## config.mk

```make
export PLATFORM = sky130hd
export DESIGN_NAME = ordered_list_front_back_remove_top_flat
export DESIGN_NICKNAME = d
export VERILOG_FILES = /design/src/hw/rtl/olfbr_pkg.sv /design/src/hw/rtl/olfbr_ifs.sv /design/src/hw/rtl/ordered_list_front_back_remove_top.sv /design/src/flat_wrapper.sv
export SDC_FILE = /design/constraint.sdc
export NUM_CORES = 1
export LEC_CHECK = 0
export ABC_CLOCK_PERIOD_IN_PS = 5000
export BUFFER_PORTS_ARGS = -buffer_cell sky130_fd_sc_hd__buf_2
export CAP_MARGIN = 20
export CORE_ASPECT_RATIO = 1.25
export CORE_MARGIN = 5
export CORE_UTILIZATION = 34
export CTS_CLUSTER_DIAMETER = 40
export CTS_CLUSTER_SIZE = 12
export DETAILED_ROUTE_END_ITERATION = 8
export GPL_ROUTABILITY_DRIVEN = 1
export GPL_TIMING_DRIVEN = 0
export PLACE_DENSITY = 0.59
export SETUP_SLACK_MARGIN = 0.3
export SYNTH_ARGS = -nofsm -noshare
export SYNTH_HDL_FRONTEND = slang
export SYNTH_SLANG_ARGS = --single-unit
```

## constraint.sdc

```tcl
create_clock -name clk -period 5 [get_ports clk]
set_input_delay 0 -clock clk [delete_from_list [all_inputs] [get_ports clk]]
set_output_delay 0 -clock clk [all_outputs]
set_load 0.05 [all_outputs]
```

## src/hw/rtl/olfbr_pkg.sv

```systemverilog
// Shared constants for the ordered list block: default depth, data width,
// request opcodes and result status codes. No dependencies.
package olfbr_pkg;

  // Default number of list entries and width of one stored value.
  localparam int OLFBR_DEPTH = 16;
  localparam int DATA_W      = 32;

  // Request opcodes.
  localparam logic [1:0] OP_INS_FRONT = 2'd0;
  localparam logic [1:0] OP_INS_BACK  = 2'd1;
  localparam logic [1:0] OP_REMOVE    = 2'd2;
  localparam logic [1:0] OP_CLEAR     = 2'd3;

  // Result status codes.
  localparam logic [1:0] ST_DONE      = 2'd0;
  localparam logic [1:0] ST_FULL      = 2'd1;
  localparam logic [1:0] ST_NOT_FOUND = 2'd2;

endpackage

```

## src/hw/rtl/olfbr_ifs.sv

```systemverilog
// Valid/ready channel interfaces for the ordered list block: one for
// requests and one for results. Depends on olfbr_pkg.

// Request channel: opcode and value.
interface olfbr_in_if import olfbr_pkg::*; ();
  logic                     valid;
  logic                     ready;
  logic [1:0]               opcode;
  logic signed [DATA_W-1:0] value;

  modport source (output valid, output opcode, output value, input ready);
  modport sink   (input valid, input opcode, input value, output ready);
endinterface

// Result channel: status, count, empty flag and the two end values.
interface olfbr_out_if import olfbr_pkg::*; #(
  parameter int CNT_W = $clog2(OLFBR_DEPTH + 1)
) ();
  logic                     valid;
  logic                     ready;
  logic [1:0]               status;
  logic [CNT_W-1:0]         count;
  logic                     empty_flag;
  logic signed [DATA_W-1:0] front_value;
  logic signed [DATA_W-1:0] back_value;

  modport source (output valid, output status, output count, output empty_flag,
                  output front_value, output back_value, input ready);
  modport sink   (input valid, input status, input count, input empty_flag,
                  input front_value, input back_value, output ready);
endinterface

```

## src/hw/rtl/ordered_list_front_back_remove_top.sv

```systemverilog
// Ordered list of signed values kept in a ring memory of DEPTH entries.
// Depends on olfbr_pkg and the channel interfaces in olfbr_ifs.sv.
//
// Usage: each request on in_ch carries an opcode (insert at front, insert
// at back, remove the first equal entry, clear) and a value. Exactly one
// result per request leaves on out_ch with the status, the entry count,
// an empty flag and the front and back values after the operation.
// Requests are handled one at a time; in_ch.ready is high while the block
// waits for a request, also while an earlier result sits in the output register.
// Steps: the request is executed; a remove first searches the list from the
// front and then closes the gap behind the match; then the front and back
// values are read back unless the list is empty, and the result is loaded.
// All reads go through the single registered read port of the ring memory,
// and a new request is taken only once the last result has been loaded.
// Reset empties the list (count and head return to zero); the memory
// itself is not cleared. If out_ch stalls, the finished result waits in
// the output register and the next result waits in its final state.
module ordered_list_front_back_remove_top import olfbr_pkg::*; #(
  parameter int DEPTH = OLFBR_DEPTH
) (
  input logic        clk,
  input logic        rst_n,
  olfbr_in_if.sink   in_ch,
  olfbr_out_if.source out_ch
);

  localparam int IDX_W = (DEPTH > 1) ? $clog2(DEPTH) : 1;
  localparam int CNT_W = $clog2(DEPTH + 1);
  localparam int SUM_W = CNT_W + 1;

  typedef enum logic [2:0] {
    S_IDLE, S_EXEC, S_SEARCH, S_SHIFT, S_FRONT, S_BACK, S_DONE
  } state_t;

  state_t                   state_r, state_nxt;
  logic [1:0]               op_r, op_nxt;
  logic [DATA_W-1:0]        val_r, val_nxt;
  logic [IDX_W-1:0]         head_r, head_nxt;
  logic [CNT_W-1:0]         count_r, count_nxt;
  logic [CNT_W-1:0]         idx_r, idx_nxt;
  logic                     pend_r, pend_nxt;
  logic [CNT_W-1:0]         pend_off_r, pend_off_nxt;
  logic [1:0]               status_r, status_nxt;
  logic [DATA_W-1:0]        front_r, front_nxt;

  logic                     out_valid_r, out_valid_nxt;
  logic [1:0]               out_status_r, out_status_nxt;
  logic [CNT_W-1:0]         out_count_r, out_count_nxt;
  logic                     out_empty_r, out_empty_nxt;
  logic [DATA_W-1:0]        out_front_r, out_front_nxt;
  logic [DATA_W-1:0]        out_back_r, out_back_nxt;

  // Ring memory with one write port and one registered read port.
  logic [DATA_W-1:0]        mem [DEPTH];
  logic                     mem_we;
  logic [IDX_W-1:0]         mem_waddr;
  logic [DATA_W-1:0]        mem_wdata;
  logic                     rd_en;
  logic [IDX_W-1:0]         rd_addr;
  logic [DATA_W-1:0]        rd_data_r;

  logic [IDX_W-1:0]         head_dec;
  logic                     is_full;

  // Ring slot of the entry at a given distance from the front.
  function automatic logic [IDX_W-1:0] slot(input logic [IDX_W-1:0] head,
                                            input logic [CNT_W-1:0] off);
    logic [SUM_W-1:0] sum;
    sum = SUM_W'(head) + SUM_W'(off);
    if (sum >= SUM_W'(DEPTH)) begin
      sum = sum - SUM_W'(DEPTH);
    end
    return sum[IDX_W-1:0];
  endfunction

  assign head_dec = (head_r == '0) ? IDX_W'(DEPTH - 1) : head_r - IDX_W'(1);
  assign is_full  = (count_r == CNT_W'(DEPTH));

  assign in_ch.ready        = (state_r == S_IDLE);
  assign out_ch.valid       = out_valid_r;
  assign out_ch.status      = out_status_r;
  assign out_ch.count       = out_count_r;
  assign out_ch.empty_flag  = out_empty_r;
  assign out_ch.front_value = out_front_r;
  assign out_ch.back_value  = out_back_r;

  // Sequencer: execute the request, then read back the two end values.
  always_comb begin
    state_nxt      = state_r;
    op_nxt         = op_r;
    val_nxt        = val_r;
    head_nxt       = head_r;
    count_nxt      = count_r;
    idx_nxt        = idx_r;
    pend_nxt       = pend_r;
    pend_off_nxt   = pend_off_r;
    status_nxt     = status_r;
    front_nxt      = front_r;
    out_valid_nxt  = out_valid_r && !out_ch.ready;
    out_status_nxt = out_status_r;
    out_count_nxt  = out_count_r;
    out_empty_nxt  = out_empty_r;
    out_front_nxt  = out_front_r;
    out_back_nxt   = out_back_r;
    mem_we         = 1'b0;
    mem_waddr      = slot(head_r, pend_off_r);
    mem_wdata      = rd_data_r;
    rd_en          = 1'b0;
    rd_addr        = slot(head_r, idx_r);

    unique case (state_r)
      S_IDLE: begin
        if (in_ch.valid) begin
          op_nxt    = in_ch.opcode;
          val_nxt   = in_ch.value;
          state_nxt = S_EXEC;
        end
      end

      S_EXEC: begin
        status_nxt = ST_DONE;
        state_nxt  = S_FRONT;
        unique case (op_r)
          OP_INS_FRONT: begin
            if (is_full) begin
              status_nxt = ST_FULL;
            end else begin
              head_nxt  = head_dec;
              mem_we    = 1'b1;
              mem_waddr = head_dec;
              mem_wdata = val_r;
              count_nxt = count_r + CNT_W'(1);
            end
          end
          OP_INS_BACK: begin
            if (is_full) begin
              status_nxt = ST_FULL;
            end else begin
              mem_we    = 1'b1;
              mem_waddr = slot(head_r, count_r);
              mem_wdata = val_r;
              count_nxt = count_r + CNT_W'(1);
            end
          end
          OP_REMOVE: begin
            idx_nxt   = '0;
            pend_nxt  = 1'b0;
            state_nxt = S_SEARCH;
          end
          default: begin
            count_nxt = '0;
            head_nxt  = '0;
          end
        endcase
      end

      // Read one entry a cycle and compare the one read the cycle before.
      S_SEARCH: begin
        if (pend_r && (rd_data_r == val_r)) begin
          idx_nxt   = pend_off_r + CNT_W'(1);
          pend_nxt  = 1'b0;
          state_nxt = S_SHIFT;
        end else if (idx_r < count_r) begin
          rd_en        = 1'b1;
          pend_nxt     = 1'b1;
          pend_off_nxt = idx_r;
          idx_nxt      = idx_r + CNT_W'(1);
        end else if (pend_r) begin
          pend_nxt = 1'b0;
        end else begin
          status_nxt = ST_NOT_FOUND;
          state_nxt  = S_FRONT;
        end
      end

      // Close the gap: each entry behind the match moves one slot forward.
      S_SHIFT: begin
        if (pend_r) begin
          mem_we = 1'b1;
        end
        if (idx_r < count_r) begin
          rd_en        = 1'b1;
          pend_nxt     = 1'b1;
          pend_off_nxt = idx_r - CNT_W'(1);
          idx_nxt      = idx_r + CNT_W'(1);
        end else begin
          pend_nxt = 1'b0;
          if (!pend_r) begin
            count_nxt = count_r - CNT_W'(1);
            if (count_r == CNT_W'(1)) begin
              head_nxt = '0;
            end
            state_nxt = S_FRONT;
          end
        end
      end

      S_FRONT: begin
        if (count_r == '0) begin
          state_nxt = S_DONE;
        end else begin
          rd_en     = 1'b1;
          rd_addr   = slot(head_r, '0);
          state_nxt = S_BACK;
        end
      end

      S_BACK: begin
        front_nxt = rd_data_r;
        rd_en     = 1'b1;
        rd_addr   = slot(head_r, count_r - CNT_W'(1));
        state_nxt = S_DONE;
      end

      // Hand the result to the output register once it is free.
      S_DONE: begin
        if (!out_valid_r || out_ch.ready) begin
          out_valid_nxt  = 1'b1;
          out_status_nxt = status_r;
          out_count_nxt  = count_r;
          out_empty_nxt  = (count_r == '0);
          out_front_nxt  = (count_r == '0) ? '0 : front_r;
          out_back_nxt   = (count_r == '0) ? '0 : rd_data_r;
          state_nxt      = S_IDLE;
        end
      end

      default: begin
        state_nxt = S_IDLE;
      end
    endcase
  end

  // State and registered outputs.
  always_ff @(posedge clk) begin
    if (!rst_n) begin
      state_r     <= S_IDLE;
      head_r      <= '0;
      count_r     <= '0;
      pend_r      <= 1'b0;
      out_valid_r <= 1'b0;
    end else begin
      state_r     <= state_nxt;
      head_r      <= head_nxt;
      count_r     <= count_nxt;
      pend_r      <= pend_nxt;
      out_valid_r <= out_valid_nxt;
    end
    op_r         <= op_nxt;
    val_r        <= val_nxt;
    idx_r        <= idx_nxt;
    pend_off_r   <= pend_off_nxt;
    status_r     <= status_nxt;
    front_r      <= front_nxt;
    out_status_r <= out_status_nxt;
    out_count_r  <= out_count_nxt;
    out_empty_r  <= out_empty_nxt;
    out_front_r  <= out_front_nxt;
    out_back_r   <= out_back_nxt;
  end

  // Ring memory ports.
  always_ff @(posedge clk) begin
    if (mem_we) begin
      mem[mem_waddr] <= mem_wdata;
    end
    if (rd_en) begin
      rd_data_r <= mem[rd_addr];
    end
  end

endmodule

```

## src/flat_wrapper.sv

```systemverilog
// flat-port wrapper written by rule: the top's interface ports become plain ports
module ordered_list_front_back_remove_top_flat import olfbr_pkg::*;
#(
  parameter int DEPTH = OLFBR_DEPTH
)
  (clk, rst_n, in_ch_valid, in_ch_opcode, in_ch_value, in_ch_ready, out_ch_valid, out_ch_status, out_ch_count, out_ch_empty_flag, out_ch_front_value, out_ch_back_value, out_ch_ready);
  olfbr_in_if in_ch_i ();
  olfbr_out_if out_ch_i ();
  input logic clk;
  input logic rst_n;
  input wire logic [$bits(in_ch_i.valid)-1:0] in_ch_valid;
  input wire logic [$bits(in_ch_i.opcode)-1:0] in_ch_opcode;
  input wire logic [$bits(in_ch_i.value)-1:0] in_ch_value;
  output wire logic [$bits(in_ch_i.ready)-1:0] in_ch_ready;
  output wire logic [$bits(out_ch_i.valid)-1:0] out_ch_valid;
  output wire logic [$bits(out_ch_i.status)-1:0] out_ch_status;
  output wire logic [$bits(out_ch_i.count)-1:0] out_ch_count;
  output wire logic [$bits(out_ch_i.empty_flag)-1:0] out_ch_empty_flag;
  output wire logic [$bits(out_ch_i.front_value)-1:0] out_ch_front_value;
  output wire logic [$bits(out_ch_i.back_value)-1:0] out_ch_back_value;
  input wire logic [$bits(out_ch_i.ready)-1:0] out_ch_ready;
  assign in_ch_i.valid = in_ch_valid;
  assign in_ch_i.opcode = in_ch_opcode;
  assign in_ch_i.value = in_ch_value;
  assign in_ch_ready = in_ch_i.ready;
  assign out_ch_valid = out_ch_i.valid;
  assign out_ch_status = out_ch_i.status;
  assign out_ch_count = out_ch_i.count;
  assign out_ch_empty_flag = out_ch_i.empty_flag;
  assign out_ch_front_value = out_ch_i.front_value;
  assign out_ch_back_value = out_ch_i.back_value;
  assign out_ch_i.ready = out_ch_ready;
  ordered_list_front_back_remove_top #(.DEPTH(DEPTH)) u_core (.clk(clk), .rst_n(rst_n), .in_ch(in_ch_i), .out_ch(out_ch_i));
endmodule
```

==> Yosys cells after proc, flatten, opt, wreduce, memory -nomap -nowiden <==
Memory sizes are Yosys's and may differ from the RTL's. A register that Yosys moved wholly into a read port is not among the register bits.
Cells that the tools add are included.
{ "totals": {"regBits": 164, "latchBits": 0, "mem_bits_rw": 512, "rom_bits": 0, "in_bits": 38, "out_inout_bits": 74, "wordCells": 149, "memories": 1} }
{ "op_classes": {"add_sub_neg": 15, "n_mul": 0, "div_mod_pow": 0, "order_cmp": 6, "n_eq_ne": 26, "shift": 0, "muxes": 62, "bitwise": 0, "n_reduce_logical": 23} }
{ "memory_table": {"columns": ["memory", "depth", "word_bits", "rd", "rd_clocked_by_memory_dff", "wr", "line", "rtl"], "rows": [
  ["u_core.mem", 16, 32, 1, 1, 1, "ordered_list_front_back_remove_top.sv:54", "logic [DATA_W-1:0] mem [DEPTH];"]
]} }
{ "op_table": {"columns": ["op", "count"], "rows": [
  ["32-bit two-way mux", 3],
  ["4-bit two-way mux", 14],
  ["5-bit two-way mux", 9],
  ["32-bit equality test", 1],
  ["4-bit one-hot mux with 2 select lines", 4],
  ["5-bit one-hot mux with 2 select lines", 3],
  ["4-bit by 5-bit adder with 6-bit output", 4],
  ["6-bit by 5-bit >= comparator with 1-bit output, second input constant", 4],
  ["4-bit by 1-bit subtractor with 4-bit output, second input constant", 6],
  ["3-bit one-hot mux with 7 select lines", 1],
  ["3-bit two-way mux", 6],
  ["2-bit != test, second input constant", 9],
  ["5-bit by 1-bit adder with 5-bit output, second input constant", 3],
  ["5-bit one-hot mux with 3 select lines", 1],
  ["1-bit two-way mux", 12],
  ["2-bit two-way mux", 5],
  ["5-bit by 1-bit subtractor with 5-bit output, second input constant", 2],
  ["3-bit equality test, second input constant", 3],
  ["2-bit by 1-bit != test with 1-bit output, second input constant", 4],
  ["2-bit AND reduction", 4],
  ["4-bit AND reduction", 2],
  ["3-bit by 2-bit equality test with 1-bit output, second input constant", 2],
  ["3-bit != test, second input constant", 2],
  ["6-bit AND reduction", 1],
  ["other kinds (22)", 27]
]} }

==> Longest topological paths before layout <==
{ "depth": {"depth_word": 6, "depth_mapped": 12, "depth_no_buf": 10} }

==> Worst setup path before layout <==
OpenSTA, ideal clock, no wires.
{ "synth_path": {"path_kind": "register to register", "start": "reg u_core.count_r[0]", "end": "mem u_core.mem[0][0] (enable)", "setup_ps": 421, "arrival_ps": 3438, "t_required_ps": 4579, "slack_ps": 1141, "path_stages_with_launch": 10, "n_path_buf": 1, "period_less_slack_ps": 3859, "cell_sequence": "dfxtp_1 inv_1 ha_1 nor4bb_1 or3_1 nor2_1 buf_2 a31oi_1 or2_2 nor2_1"} }
{ "synth_via": {"elab_chain_len": 6, "elab_cells_between_ends": 14, "classes_between": "add/sub (2); order compare (1); eq/ne (1); mux (10)"} }
{ "synth_rtl": {"columns": ["item", "line", "rtl"], "rows": [
  ["start, declared", "ordered_list_front_back_remove_top.sv:39", "logic [CNT_W-1:0] count_r, count_nxt;"],
  ["start signal, assigned", "ordered_list_front_back_remove_top.sv:245", "count_r <= count_nxt;"],
  ["4-bit by 5-bit adder with 6-bit output / 5-bit equality test (equally long branches)", "ordered_list_front_back_remove_top.sv:69, ordered_list_front_back_remove_top.sv:77", null],
  ["6-bit by 5-bit >= comparator with 1-bit output, or another cell as far along", "ordered_list_front_back_remove_top.sv:70", "if (sum >= SUM_W'(DEPTH)) begin"],
  ["4-bit two-way mux / 1-bit two-way mux (equally long branches)", null, null],
  ["4-bit two-way mux / 1-bit one-hot mux with 2 select lines (equally long branches)", "ordered_list_front_back_remove_top.sv:136, ordered_list_front_back_remove_top.sv:111", null],
  ["4-bit one-hot mux with 2 select lines / 1-bit two-way mux (equally long branches)", "ordered_list_front_back_remove_top.sv:123, ordered_list_front_back_remove_top.sv:264", null],
  ["4-bit two-way mux / 1-bit two-way mux (equally long branches)", "ordered_list_front_back_remove_top.sv:111, ordered_list_front_back_remove_top.sv:265", null],
  ["end, declared", "ordered_list_front_back_remove_top.sv:54", null]
]} }
Parallel ways exist; a longest one is shown, timed or not.

==> Final worst setup path <==
{ "layout_path": {"start": "reg u_core.count_r[0]", "end": "mem u_core.mem[2][13] (enable)"} }
Same word-level chain as after synthesis.

==> flow_summary_export.csv <==
group,metric,value,unit
min_path,whs_path_depth,2,
route,wire_per_inst,25.03,µm
synth,synth_enable_flop_cells,694,
route,drc,0,
setup_path,crit_type,"register to register",
finish,area_growth,20.49,%
synth,synth_cell_types,63,
route,post_drt_via_cell_ratio,5.035,
finish,drive_above_1_share,28.30,%
run,cap_violations,0,
route,drt_iter0_markers,1317,
sta,fin_crit_sh,80.10,%
setup_path,crit_path_max_incr_delay,0.76,ns
synth,synth_top_area_share,73.18,%
clock_network,cts_root_buf,"clkbuf_16",
setup_path,cp_slowest_cell,"nor2_4",
synth,ys_ff_latch,708,
route,antenna_left,0,
power_and_ir_drop,netSwitchingFraction,32.85,%
synth,ys.flop_type,"edfxtp_1",
min_path,hold_path.class,"primary input to register",
clock_network,cts_sinks,708,
power_and_ir_drop,pwr-share-seq,37.5,%
synth,netlist_instances,1420,
die,chipHeight,333.6,µm
grt,grt_usage,15.77,%
synth,ys_warn_count,0,
setup_path,cp-start-kind,"register",
clock_network,htreeDepth,3,
setup_path,worstPathArrival,4.34,ns
die,ios,112,
setup_path,crit_fanout,17,
sta,rsz0062_at_grt,"false",
placement,portBuffers,111,
power_and_ir_drop,p_int,14.95,mW
sta,finalSetupViolCount,0,
synth,yosysMostFrequentCell,"edfxtp_1",
synth,yosys.area.top_type,"edfxtp_1",
power_and_ir_drop,switchingPower,7.313,mW
sta,worst_slew_pin_slew,0.9774,ns
finish,fin_util,41.35,%
route,wirelength,71000,µm
sta,min_period,4.005,ns
grt,antenna_found_initial,2,
synth,avgSynthCellArea,20.05,µm²
finish,fin_nets,1753,
grt,use_met2,25.55,%
clock_network,cts_resized,0,
power_and_ir_drop,combPwrFrac,33.8,%
setup_path,endpoint_kind,"register",
die,initial_core_util,34.32,%
synth,synth_area_leaders,"edfxtp_1, mux4_2, mux2i_1",
power_and_ir_drop,power_leakage,11.41,nW
synth,ys_seq_area_share,74.17,%
grt,grt_pass1_vias,15090,
sta,slew_headroom,34.24,%
placement,dp_hpwl,45120,µm
power_and_ir_drop,vdd_drop_max,0.3976,mV
power_and_ir_drop,p_per_area,648.8,nW/µm²
grt,grt_max_degree,59,
clock_network,cts_buffers,91,
placement,detailedPlace.worstSlack,1.023,ns
placement,gp_congestion,0.8133,
setup_path,crit_family,"simple AND/OR/NAND/NOR gates",
route,drt-pass1-iter-count,5,
setup_path,worstRegToRegCells,10,
grt,grt_overflow,0,
clock_network,path_clk_slew,0.06,ns
setup_path,path_cells,"inv_1 > ha_1 > nor4bb_1 > or3_1 > nor2_1 > buf_2 > a31oi_1 > nand2b_1 > nor2_4 > buf_12",
synth,syn_area,28480,µm²
grt,grt_util_met1,21.19,%
clock_network,tritoncts,"yes",
clock_network,worstSkewPairLatency,0.65,ns
die,die-area,89680,µm²
sta,fin_worst_skew,0.02989,ns
grt,use_met3,3.281,%
synth,synth_common_cells,"edfxtp_1, mux4_2, mux2i_1, and2_1, nor2_1",
sta,finalMaxSlewViolations,0,
die,fp-row-count,118,
die,core_area,82970,µm²
synth,syn_nets,1489,
setup_path,cp.required,5.34,ns
status,status,"completed",
sta,hold_viol,0,
die,die_x,268.9,µm
power_and_ir_drop,clkPwrFrac,28.7,%
sta,fmax,249.7,MHz
route,dr_total_vias,14280,
sta,fin_ws,0.9949,ns
synth,async_flop_share,0,%
grt,grt_most_used_layer,"met2",
setup_path,cp_num_cells,10,
clock_network,clockBufferDepth,3,
grt,grt_pass1_wl,102800,µm
setup_path,cp_num_buf_inv,3,
[cell usage in the layout (no fill, tap or decap), drive strengths merged, types with 21 or more instances in the layout]
cell type	count
dlygate4sd3	38
buf	178
mux2	30
edfxtp	694
clkinv	33
nand2	33
ha	27
a21oi	23
o21ai	21
mux2i	98
nor2	43
clkbuf	124
and2	63
xor2	38
mux4	128
inv	37
[area by class of cell]
type / instances / area (µm²)
diodes: 1 / 2.502
repair buffers: 171 / 1356
flip-flops and latches: 708 / 21120
clock buffers: 104 / 2347
plain buffers: 65 / 515.5
inverters: 24 / 90.09
multi-input cells: 623 / 6879
well taps: 1080 / 1351
fillers: 7352 / 48660
clock inverters: 61 / 648.1
[sequential cells by signal, summed over array words and instances, names as in the netlist, 3 cells and up]
register and count:
u_core.rd_data_r 32, u_core.head_r 4, u_core.pend_off_r 5, u_core.out_ch.count 5, u_core.state_r 3, u_core.mem 512, u_core.idx_r 5, u_core.front_r 32
u_core.val_r 32, u_core.out_ch.front_value 32, u_core.out_ch.back_value 32, u_core.count_r 5
[cell families (layout without fill, tap and decap cells)]
group | after synthesis | after routing | share of synthesized area (%)
simple gates | 195 | 195 | 3.673
flops | 708 | 708 | 74.17
xor+xnor | 53 | 53 | 1.630
buf+inv | 89 | 425 | 2.127
other cells | 0 | 1 | 0
mux | 256 | 256 | 14.85
fa+ha+maj | 31 | 31 | 1.468
compound gates | 88 | 88 | 2.087
[routing by layer]
metal  wire (µm)  share of wire [%]  vias to the layer above
met2       34490                 49                      481
met5           0                  0                        -
li1            -                  -                     6250
met3        5004                7.0                      101
met1       29470                 42                     7451
met4        2034                2.9                        0
[power groups by stage]
stage	clock network (mW)	logic (mW)	registers [mW]
3_5_place_dp	0	7.62	8.46
2_1_floorplan	0	5.20	8.38
4_1_cts	6.52	7.67	8.35
3_3_place_gp	0	7.33	8.49
6_report	6.40	7.52	8.34
5_1_grt	6.80	8.09	8.39
[worst reg2reg max path: cells and delay by family (launching register included)]
kind | cells | cell delay, ns
adder cells (fa/ha/maj) | 1 | 0.24
AO/OA/AOI/OAI | 1 | 0.20
buffers and inverters | 3 | 0.77
flip-flops | 1 | 0.55
AND/OR/NAND/NOR | 5 | 1.92
[final timing paths]
| check | startpoint | endpoint | slack [ns] |
|---|---|---|---|
| worst max-delay path | u_core.count_r[0]$_SDFFE_PN0P_ | u_core.mem[2][13]$_DFFE_PP_ | 0.99 |
| worst min-delay path | in_ch_value[2] | u_core.val_r[2]$_DFFE_PP_ | 0.07 |
| worst max register to register | u_core.count_r[0]$_SDFFE_PN0P_ | u_core.mem[2][13]$_DFFE_PP_ | 0.99 |
| worst min register to register | u_core.status_r[0]$_SDFFCE_PP0P_ | u_core.out_ch.status[0]$_DFFE_PP_ | 0.42 |
[repair_timing]
item / 4_1_cts / 5_1_grt
setup buffers: 0 / 0
hold buffers: 38 / 0
hold endpoints to repair: 54 / 0
[metrics by stage]
stage               power [mW]  area [µm²]  instances  setup TNS [ns]  hold slack (ns)
global route             23.27       34310       2836               0          0.04475
CTS                      22.54       34310       2836               0          0.02210
detailed placement       16.08       30930       2633               0           0.1781
global placement         15.82       30380       2611         -563.22           0.1800
floorplan                13.58       28480       1420               0          0.09887
finish                   22.26       34310       2837               0          0.06673
(Power assumes the default switching activity.)
